===== config.mk =====
export PLATFORM = sky130hd
export DESIGN_NAME = current_to_segment_display_frames_unit
export DESIGN_NICKNAME = d
export VERILOG_FILES = /design/src/rtl/core/csd_pkg.sv /design/src/rtl/core/current_to_segment_display_frames_unit.sv /design/src/rtl/core/csd_front.sv /design/src/rtl/core/csd_queue.sv /design/src/rtl/core/csd_back.sv
export SDC_FILE = /design/constraint.sdc
export NUM_CORES = 1
export LEC_CHECK = 0
export BUFFER_PORTS_ARGS = -buffer_cell sky130_fd_sc_hd__buf_2
export CAP_MARGIN = 30
export CELL_PAD_IN_SITES_DETAIL_PLACEMENT = 1
export CELL_PAD_IN_SITES_GLOBAL_PLACEMENT = 1
export CORE_MARGIN = 5
export CORE_UTILIZATION = 45
export CTS_CLUSTER_SIZE = 30
export DETAILED_ROUTE_END_ITERATION = 6
export PLACE_DENSITY = 0.81
export SLEW_MARGIN = 20
export SYNTH_ARGS = -nofsm -noshare
export SYNTH_HDL_FRONTEND = slang
export SYNTH_HIERARCHICAL = 1
export SYNTH_SLANG_ARGS = --single-unit

===== constraint.sdc =====
create_clock -name i_clk -period 18.1 [get_ports i_clk]
set_input_delay 3.62 -clock i_clk [delete_from_list [all_inputs] [get_ports i_clk]]
set_output_delay 3.62 -clock i_clk [all_outputs]
set_load 0.01 [all_outputs]

===== src/rtl/core/csd_pkg.sv =====
`timescale 1ns / 1ps
// Shared constants, types and the segment table for the current-to-display frame writer.
// Depends on nothing; the top level, csd_front and csd_back use it.
package csd_pkg;

    localparam int SAMPLE_W    = 10;
    localparam int MA_W        = 12;
    localparam int SCALE_MUL   = 275;
    localparam int SCALE_SHIFT = 7;
    localparam int SCALE_PROD_W = SAMPLE_W + 9;
    localparam int DIV10_MUL   = 52429;
    localparam int DIV10_SHIFT = 19;
    localparam int DIV10_PROD_W = MA_W + 16;
    localparam int BYTE_W      = 8;
    localparam int BRIGHT_W    = 3;

    localparam logic [BYTE_W-1:0] CMD_DATA    = 8'h40;
    localparam logic [BYTE_W-1:0] CMD_ADDR    = 8'hC0;
    localparam logic [BYTE_W-1:0] CMD_CTRL    = 8'h80;
    localparam logic [BYTE_W-1:0] CTRL_ON_BIT = 8'h08;

    localparam logic CFG_BRIGHTNESS = 1'b0;
    localparam logic CFG_DISP_EN    = 1'b1;

    typedef struct packed {
        logic [BRIGHT_W-1:0] brightness;
        logic                disp_en;
    } t_disp_cfg;

    // Segment patterns for a display mounted upside down, bit order XGFEDCBA.
    function automatic logic [BYTE_W-1:0] seg_of_digit(input logic [3:0] digit);
        logic [BYTE_W-1:0] seg;
        case (digit)
            4'd0:    seg = 8'h3F;
            4'd1:    seg = 8'h30;
            4'd2:    seg = 8'h5B;
            4'd3:    seg = 8'h79;
            4'd4:    seg = 8'h74;
            4'd5:    seg = 8'h6D;
            4'd6:    seg = 8'h6F;
            4'd7:    seg = 8'h38;
            4'd8:    seg = 8'h7F;
            4'd9:    seg = 8'h7D;
            default: seg = 8'h00;
        endcase
        return seg;
    endfunction

endpackage


===== src/rtl/core/current_to_segment_display_frames_unit.sv =====
`timescale 1ns / 1ps
// Top level of the current-to-display frame writer: configuration registers, front end,
// queue and byte sequencer. Depends on csd_pkg, csd_front, csd_queue and csd_back.
//
//   Channel   Direction  Payload
//   s_axis    in         tdata[9:0] adc_sample
//   m_axis    out        tdata[7:0] data_byte, tuser[0] frame_start, tuser[1] frame_end,
//                        tlast last_byte
//   cfg       in         index 0 brightness, index 1 display_enable
//
// Each sample yields DIGIT_COUNT + 3 output items, one per cycle while the output is
// not stalled, issued by the byte sequencer. A sample passes through the scaling
// register, the digit pipeline, the queue and the registered output stage. Reset is
// synchronous and clears all control state.
// Output stalls back up through the two-entry queue into the digit pipeline.
module current_to_segment_display_frames_unit #(
    parameter int DIGIT_COUNT = 4
) (
    input  logic        i_clk,
    input  logic        i_rst_n,
    input  logic        i_s_tvalid,
    output logic        o_s_tready,
    input  logic [15:0] i_s_tdata,    // [9:0] adc_sample
    output logic        o_m_tvalid,
    input  logic        i_m_tready,
    output logic [7:0]  o_m_tdata,    // [7:0] data_byte
    output logic [1:0]  o_m_tuser,    // [0] frame_start, [1] frame_end
    output logic        o_m_tlast,
    input  logic        i_cfg_wr_en,
    input  logic        i_cfg_index,
    input  logic [2:0]  i_cfg_wdata
);

    localparam int SEG_W = DIGIT_COUNT * csd_pkg::BYTE_W;

    csd_pkg::t_disp_cfg r_cfg;
    logic               w_push;
    logic               w_full;
    logic               w_pop;
    logic               w_q_valid;
    logic [SEG_W-1:0]   w_front_segs;
    logic [SEG_W-1:0]   w_q_segs;

    always_ff @(posedge i_clk) begin
        if (!i_rst_n) begin
            r_cfg.brightness <= 3'd7;
            r_cfg.disp_en    <= 1'b1;
        end else if (i_cfg_wr_en) begin
            case (i_cfg_index)
                csd_pkg::CFG_BRIGHTNESS: r_cfg.brightness <= i_cfg_wdata;
                csd_pkg::CFG_DISP_EN:    r_cfg.disp_en    <= i_cfg_wdata[0];
                default:                 r_cfg            <= r_cfg;
            endcase
        end
    end

    csd_front #(
        .DIGIT_COUNT(DIGIT_COUNT)
    ) u_front (
        .i_clk    (i_clk),
        .i_rst_n  (i_rst_n),
        .i_valid  (i_s_tvalid),
        .i_sample (i_s_tdata[csd_pkg::SAMPLE_W-1:0]),
        .o_ready  (o_s_tready),
        .o_push   (w_push),
        .o_segs   (w_front_segs),
        .i_full   (w_full)
    );

    csd_queue #(
        .WIDTH(SEG_W)
    ) u_queue (
        .i_clk   (i_clk),
        .i_rst_n (i_rst_n),
        .i_push  (w_push),
        .i_data  (w_front_segs),
        .o_full  (w_full),
        .i_pop   (w_pop),
        .o_valid (w_q_valid),
        .o_data  (w_q_segs)
    );

    csd_back #(
        .DIGIT_COUNT(DIGIT_COUNT)
    ) u_back (
        .i_clk     (i_clk),
        .i_rst_n   (i_rst_n),
        .i_q_valid (w_q_valid),
        .i_q_segs  (w_q_segs),
        .o_q_pop   (w_pop),
        .i_cfg     (r_cfg),
        .o_tvalid  (o_m_tvalid),
        .i_tready  (i_m_tready),
        .o_tdata   (o_m_tdata),
        .o_tuser   (o_m_tuser),
        .o_tlast   (o_m_tlast)
    );

endmodule


===== src/rtl/core/csd_front.sv =====
`timescale 1ns / 1ps
// Front end: scales each sample to milliamps and splits it into segment bytes, one
// digit per pipeline stage. Depends on csd_pkg.
module csd_front #(
    parameter int DIGIT_COUNT = 4
) (
    input  logic                                      i_clk,
    input  logic                                      i_rst_n,
    input  logic                                      i_valid,
    input  logic [csd_pkg::SAMPLE_W-1:0]              i_sample,
    output logic                                      o_ready,
    output logic                                      o_push,
    output logic [DIGIT_COUNT*csd_pkg::BYTE_W-1:0]    o_segs,
    input  logic                                      i_full
);

    localparam int SEG_W = DIGIT_COUNT * csd_pkg::BYTE_W;

    logic [DIGIT_COUNT:0]              r_vld;
    logic [csd_pkg::MA_W-1:0]          r_rem [DIGIT_COUNT];
    logic [SEG_W-1:0]                  r_acc [DIGIT_COUNT+1];
    logic                              w_en;
    logic [csd_pkg::SCALE_PROD_W-1:0]  w_scaled;

    assign w_en     = !(r_vld[DIGIT_COUNT] && i_full);
    assign o_ready  = w_en;
    assign o_push   = r_vld[DIGIT_COUNT] && !i_full;
    assign o_segs   = r_acc[DIGIT_COUNT];
    assign w_scaled = csd_pkg::SCALE_PROD_W'(i_sample)
                    * csd_pkg::SCALE_PROD_W'(csd_pkg::SCALE_MUL);

    always_ff @(posedge i_clk) begin
        if (!i_rst_n) begin
            r_vld <= '0;
        end else if (w_en) begin
            r_vld <= {r_vld[DIGIT_COUNT-1:0], i_valid};
        end
    end

    always_ff @(posedge i_clk) begin
        if (w_en) begin
            r_rem[0] <= w_scaled[csd_pkg::SCALE_SHIFT +: csd_pkg::MA_W];
            r_acc[0] <= '0;
        end
    end

    for (genvar k = 0; k < DIGIT_COUNT; k++) begin : g_digit
        logic [csd_pkg::DIV10_PROD_W-1:0] w_prod;
        logic [csd_pkg::MA_W-1:0]         w_quo;
        logic [csd_pkg::MA_W-1:0]         w_dig;

        assign w_prod = csd_pkg::DIV10_PROD_W'(r_rem[k])
                      * csd_pkg::DIV10_PROD_W'(csd_pkg::DIV10_MUL);
        assign w_quo  = csd_pkg::MA_W'(w_prod >> csd_pkg::DIV10_SHIFT);
        assign w_dig  = r_rem[k] - ((w_quo << 3) + (w_quo << 1));

        always_ff @(posedge i_clk) begin
            if (w_en) begin
                r_acc[k+1] <= r_acc[k]
                    | (SEG_W'(csd_pkg::seg_of_digit(w_dig[3:0])) << (k * csd_pkg::BYTE_W));
            end
        end

        if (k < DIGIT_COUNT - 1) begin : g_rem
            always_ff @(posedge i_clk) begin
                if (w_en) begin
                    r_rem[k+1] <= w_quo;
                end
            end
        end
    end

endmodule


===== src/rtl/core/csd_queue.sv =====
`timescale 1ns / 1ps
// Two-entry queue between the front end and the byte sequencer.
// Depends on nothing.
module csd_queue #(
    parameter int WIDTH = 32
) (
    input  logic             i_clk,
    input  logic             i_rst_n,
    input  logic             i_push,
    input  logic [WIDTH-1:0] i_data,
    output logic             o_full,
    input  logic             i_pop,
    output logic             o_valid,
    output logic [WIDTH-1:0] o_data
);

    logic [WIDTH-1:0] r_mem [2];
    logic             r_wr_ptr;
    logic             r_rd_ptr;
    logic [1:0]       r_count;

    assign o_full  = (r_count == 2'd2);
    assign o_valid = (r_count != 2'd0);
    assign o_data  = r_mem[r_rd_ptr];

    always_ff @(posedge i_clk) begin
        if (i_push) begin
            r_mem[r_wr_ptr] <= i_data;
        end
    end

    always_ff @(posedge i_clk) begin
        if (!i_rst_n) begin
            r_wr_ptr <= 1'b0;
            r_rd_ptr <= 1'b0;
            r_count  <= 2'd0;
        end else begin
            if (i_push) begin
                r_wr_ptr <= !r_wr_ptr;
            end
            if (i_pop) begin
                r_rd_ptr <= !r_rd_ptr;
            end
            if (i_push && !i_pop) begin
                r_count <= r_count + 2'd1;
            end else if (i_pop && !i_push) begin
                r_count <= r_count - 2'd1;
            end
        end
    end

endmodule


===== src/rtl/core/csd_back.sv =====
`timescale 1ns / 1ps
// Back end: walks the three display frames for the item at the queue head and
// drives the registered output stage. Depends on csd_pkg.
module csd_back #(
    parameter int DIGIT_COUNT = 4
) (
    input  logic                                      i_clk,
    input  logic                                      i_rst_n,
    input  logic                                      i_q_valid,
    input  logic [DIGIT_COUNT*csd_pkg::BYTE_W-1:0]    i_q_segs,
    output logic                                      o_q_pop,
    input  csd_pkg::t_disp_cfg                        i_cfg,
    output logic                                      o_tvalid,
    input  logic                                      i_tready,
    output logic [csd_pkg::BYTE_W-1:0]                o_tdata,
    output logic [1:0]                                o_tuser,
    output logic                                      o_tlast
);

    localparam int SEG_W    = DIGIT_COUNT * csd_pkg::BYTE_W;
    localparam int LAST_IDX = DIGIT_COUNT + 2;
    localparam int IDX_W    = $clog2(DIGIT_COUNT + 3);

    logic [IDX_W-1:0]            r_idx;
    logic                        r_tvalid;
    logic [csd_pkg::BYTE_W-1:0]  r_tdata;
    logic [1:0]                  r_tuser;
    logic                        r_tlast;
    logic                        w_load;
    logic                        w_at_last;
    logic [IDX_W-1:0]            w_seg_off;
    logic [SEG_W-1:0]            w_seg_shift;
    logic [csd_pkg::BYTE_W-1:0]  n_tdata;
    logic                        n_start;
    logic                        n_end;
    logic                        n_last;

    assign w_load      = i_q_valid && (!r_tvalid || i_tready);
    assign w_at_last   = (r_idx == IDX_W'(LAST_IDX));
    assign o_q_pop     = w_load && w_at_last;
    assign w_seg_off   = r_idx - IDX_W'(2);
    assign w_seg_shift = i_q_segs >> {w_seg_off, 3'b000};

    always_comb begin
        n_tdata = w_seg_shift[csd_pkg::BYTE_W-1:0];
        n_start = 1'b0;
        n_end   = (r_idx == IDX_W'(LAST_IDX - 1));
        n_last  = 1'b0;
        if (r_idx == IDX_W'(0)) begin
            n_tdata = csd_pkg::CMD_DATA;
            n_start = 1'b1;
            n_end   = 1'b1;
        end else if (r_idx == IDX_W'(1)) begin
            n_tdata = csd_pkg::CMD_ADDR;
            n_start = 1'b1;
            n_end   = 1'b0;
        end else if (w_at_last) begin
            n_tdata = csd_pkg::CMD_CTRL
                    | (i_cfg.disp_en ? csd_pkg::CTRL_ON_BIT : '0)
                    | csd_pkg::BYTE_W'(i_cfg.brightness);
            n_start = 1'b1;
            n_end   = 1'b1;
            n_last  = 1'b1;
        end
    end

    always_ff @(posedge i_clk) begin
        if (!i_rst_n) begin
            r_idx    <= '0;
            r_tvalid <= 1'b0;
        end else begin
            if (w_load) begin
                r_tvalid <= 1'b1;
                r_idx    <= w_at_last ? '0 : r_idx + IDX_W'(1);
            end else if (i_tready) begin
                r_tvalid <= 1'b0;
            end
        end
    end

    always_ff @(posedge i_clk) begin
        if (w_load) begin
            r_tdata <= n_tdata;
            r_tuser <= {n_end, n_start};
            r_tlast <= n_last;
        end
    end

    assign o_tvalid = r_tvalid;
    assign o_tdata  = r_tdata;
    assign o_tuser  = r_tuser;
    assign o_tlast  = r_tlast;

endmodule


Yosys cells after proc, flatten, opt, wreduce, memory -nomap -nowiden
Memories as Yosys holds them, arrays and structs flattened. A register that Yosys moved wholly into a read port is not among the register bits. Cells that the tools add are included.

Register bits after elaboration: 28. Memory bits (writable): 272. Memory bits (read-only): 448. Bits of input ports: 25. Output and inout port bits: 13. Memories kept: 7.

Add/subtract/negate cells: 12. Multiply operators: 5. Equal/unequal tests: 4. Shift-type cells: 1. Multiplexer cells: 20. Bitwise logic cells: 6. Reduce and logical (&&, ||, !) cells: 21.

Memories: u_front.r_acc (depth 5, width 32, rd ports 5, clocked after memory_dff 0, wr ports 5, RTL line csd_front.sv:21) `logic [SEG_W-1:0] r_acc [DIGIT_COUNT+1];`; (no name shown) (depth 16, width 7, rd ports 1, clocked after memory_dff 0, wr ports 0, RTL line csd_pkg.sv:33) `case (digit)`; (no name shown) (depth 16, width 7, rd ports 1, clocked after memory_dff 0, wr ports 0, RTL line csd_pkg.sv:33); (no name shown) (depth 16, width 7, rd ports 1, clocked after memory_dff 0, wr ports 0, RTL line csd_pkg.sv:33); (no name shown) (depth 16, width 7, rd ports 1, clocked after memory_dff 0, wr ports 0, RTL line csd_pkg.sv:33); u_queue.r_mem (depth 2, width 32, rd ports 1, clocked after memory_dff 1, wr ports 1, RTL line csd_queue.sv:17) `logic [WIDTH-1:0] r_mem [2];`; 1 more memories.

Operators with widths (count): 12-bit by 16-bit multiplier with 28-bit output, second input constant (3); 8-bit two-way mux (6); 32-bit by 16-bit bitwise OR with 32-bit output (1); 32-bit by 24-bit bitwise OR with 32-bit output (1); 32-bit bitwise OR (1); 32-bit by 8-bit bitwise OR with 32-bit output (1); 32-bit by 6-bit >> shifter with 8-bit output (1); 12-bit by 16-bit multiplier with 22-bit output, second input constant (1); 10-bit by 9-bit multiplier with 19-bit output, second input constant (1); 4-bit adder (4); 4-bit subtractor (4); 1-bit two-way mux (10); 8-bit by 3-bit bitwise OR with 8-bit output (1); 1-bit zero test (7); 3-bit equality test, second input constant (2); 1-bit logical AND (6); 2-bit nonzero test (3); 2-bit two-way mux (2); 4-bit two-way mux (1); 2-bit AND reduction (2); 3-bit by 1-bit adder with 3-bit output, second input constant (1); 3-bit by 1-bit equality test with 1-bit output, second input constant (1); 3-bit zero test (1); 3-bit two-way mux (1); other kinds (7) (7).

Logic depth before layout (Yosys ltp)
Word-level depth: 7. Gate-level depth with buffers: 24. Mapped depth without buffers: 24.

Cells and area by module
Netlist, hierarchy kept.

Modules (own cells, without submodules): csd_front (instances 1, cells each 1159, area each 12400.6 sq um, sequential area each 3253.1 sq um); csd_queue (instances 1, cells each 122, area each 2531.2 sq um, sequential area each 2021.9 sq um); csd_back (instances 1, cells each 89, area each 919.6 sq um, sequential area each 410.4 sq um); current_to_segment_display_frames_unit (instances 1, cells each 17, area each 172.7 sq um, sequential area each 80.1 sq um).

Worst setup path before layout
OpenSTA, ideal clock, no wires.

Path kind: in2reg. Start point: input port i_s_tdata[8]. End point: memory u_front/r_rem[0][10] (netlist name) (data pin). Setup time: 0.152 ns. Arrival time: 6.768 ns. Required time: 17.948 ns. Setup slack: 11.181 ns. Cell stages on the path: 17. Cells stage by stage: inv_1 > ha_1 > inv_1 > ha_1 > inv_1 > fa_1 > fa_1 > inv_1 > ha_1 > nor3_1 > o2111ai_1 > and3_1 > o21a_1 > o31a_1 > o21ai_0 > a21oi_1 > a31oi_1.

RTL lines: start, declared (RTL line current_to_segment_display_frames_unit.sv:23) `input logic [15:0] i_s_tdata,`; end, declared (RTL line csd_front.sv:20) `logic [csd_pkg::MA_W-1:0] r_rem [DIGIT_COUNT];`.

==> results.toml <==
[run_status]
outcome = "complete, no violations"

[drt]
drc_errors = 0
via_per_inst = 5.23
drt-total-wl_um = 33900
num_vias = 9966
dr.pass1.iters = 5
postRouteAntennaNets = 0
wire_per_inst_um = 17.8
drt_iter0_drc = 359

[synthesis]
post-synth-top-area-cell = "edfxtp_1"
synthFlopType = "edfxtp_1"
synth-async-reset-ratio = 0
synth_top_area_frac = 0.337
synthTopCellsByArea = "edfxtp_1 34%, ha_1 24%, fa_1 13%"
synthTopCellsByCount = "301 x ha_1, 290 x inv_1, 180 x edfxtp_1"
synth_most_common_cell = "ha_1"
yosysUniqueCellTypes = 72
syn-instance-count = 1387
syn_avg_cell_area_sq_um = 11.6
synth_area_sq_um = 16000
ys_ff_latch = 198
synth_seq_area_share = 0.360
yosys_warnings = 6
synth-edff-count = 180

[job]
cap_violations = 0

[timing]
clock_skew_ns = 0.0170
max_slew_margin = 0.382
final.period_utilization = 0.401
final-setup-viol-count = 0
setup_tns_ns = 0
period_needed_ns = 7.25
clock.fmax_ghz = 0.138
hold_violations = 0
rsz0062_at_grt = "no"
final_max_slew_viol_count = 0
worstMarginPinSlew_ns = 0.927

[die]
fp.coreArea_sq_um = 35400
floorplan.initialDensity = 0.453
ios = 38
die_h_um = 199
std_cell_rows = 69
die_w_um = 199
die_area_sq_um = 39500

[cells_and_area]
seq_area_sq_um = 5770
antennaDiodeCount = 0
layout-drive-gt1-share = 0.0797
nets = 1857
finish.utilization = 0.489
fillers = 3813
multi_input_area_sq_um = 9080
area_delta_synth_final_pct = 7.95

[global_routing]
antenna_found_initial = 0
grt_first_pass_wirelength_um = 56000
overflow = 0
grt_pass1_vias = 11432
grt_usage = 0.178
grt_max_degree = 76

[worst_setup_path]
reg2regPathDepth = 21
critPathKind = "in -> reg"
startpoint_type = "input pin"
cp-end-kind = "flip-flop"
cp_max_fo = 5
cp.arrival_ns = 7.52
worstPathRequired_ns = 18.36

[placed_design]
port_buffers = 31
gp_congestion = 0.829
place_hpwl_um = 27500

[worst_hold_path]
hold_path_class = "reg -> reg"
whs_path_depth = 0

[clock_network]
cts_buffer_depth = 2
clk_pin_slew_ns = 0.07
cts_root_buffer = "clkbuf_16"
ctsHoldBuffers = 0
h-tree-depth = 4
postCtsSetupBuffers = 0
cts_resized = 0
clock_sinks = 198
cts_buffers = 17
clk_latency_ns = 0.44
cts_tree = "done"
[area by class of cell]
cell class,instances,area share
Timing Repair Buffer,36,0.0111
Sequential cell,198,0.333
Multi-Input combinational cell,887,0.525
Clock buffer,19,0.0250
Clock inverter,13,0.00919
Inverter,290,0.0629
Tap cell,461,0.0333
[layout by cell type (no fill, tap or decap), types with 6 or more instances in the layout]
master,count
o211ai_1,7
a31oi_1,8
a21oi_1,51
dfxtp_1,18
xor2_1,15
edfxtp_1,180
nor2b_1,10
and3_1,9
nor2_1,56
and2_1,14
mux2_2,33
o21a_1,7
fa_1,101
nand3_1,17
buf_2,31
o21ai_0,33
a21o_1,13
nand2_1,42
a211oi_1,6
ha_1,301
mux2i_1,31
a21boi_0,6
nor3_1,12
clkbuf_16,17
xnor2_1,29
inv_1,290
nand4_1,7
nand2b_1,7
[worst paths after layout]
check                    endpoint            startpoint  slack (ns)
max reg2reg   u_front/r_acc[1][5]   u_front/r_rem[0][3]       11.60
min          u_front/r_acc[4][19]  u_front/r_acc[3][19]        0.42
min reg2reg  u_front/r_acc[4][19]  u_front/r_acc[3][19]        0.42
max          u_front/r_rem[0][10]          i_s_tdata[8]       10.85
[through the flow]
step / hold slack [ns] / setup slack [ns] / cells / area (sq um)
2_1_floorplan: 0.400 / 11.18 / 1390 / 16000
3_3_place_gp: 0.400 / 10.65 / 1872 / 16700
3_5_place_dp: 0.405 / 10.50 / 1872 / 16700
4_1_cts: 0.424 / 10.92 / 1904 / 17300
5_1_grt: 0.424 / 10.66 / 1904 / 17300
6_report: 0.422 / 10.85 / 1904 / 17300
[state kept, by name (all words and copies together), names as in the netlist, 3 cells and up, named ones only]
name            count
u_back/r_idx        3
u_front/r_rem      35
u_front/r_vld       5
u_back/o_tdata      8
u_queue/r_mem      64
u_front/r_acc      70
r_cfg               4
[cell families after synthesis]
logic type,Yosys count,share of synthesized area
AOI/OAI and AO/OA,161,0.0639
xor gates and xnor gates,49,0.0305
adders and majority gates,402,0.361
buffers and inverters,305,0.0747
DFF,198,0.360
muxes,68,0.0456
other,1,0.000234
and+or+nand+nor,203,0.0640
[critical path, cell delays in order]
cell and delay (ns):
buf_2 0.14, inv_1 0.05, ha_1 0.27, inv_1 0.04
ha_1 0.28, inv_1 0.07, fa_1 0.44, fa_1 0.56
inv_1 0.06, ha_1 0.23, nor3_1 0.18, o2111ai_1 0.23
and3_1 0.23, o21a_1 0.21, o31a_1 0.28, o21ai_0 0.28
a21oi_1 0.15, a31oi_1 0.19
[routing by layer]
metal | share of wire | GRT usage | vias to the layer above
met5 | 0 | 0 | -
met3 | 0.020 | 0.0212 | 41
met4 | 0.016 | 0.0476 | 0
met2 | 0.56 | 0.350 | 95
met1 | 0.40 | 0.201 | 5045
li1 | - | - | 4785
Power is not shown: default switching activity piles up to over one toggle a cycle in this logic, so the estimate is an artifact.
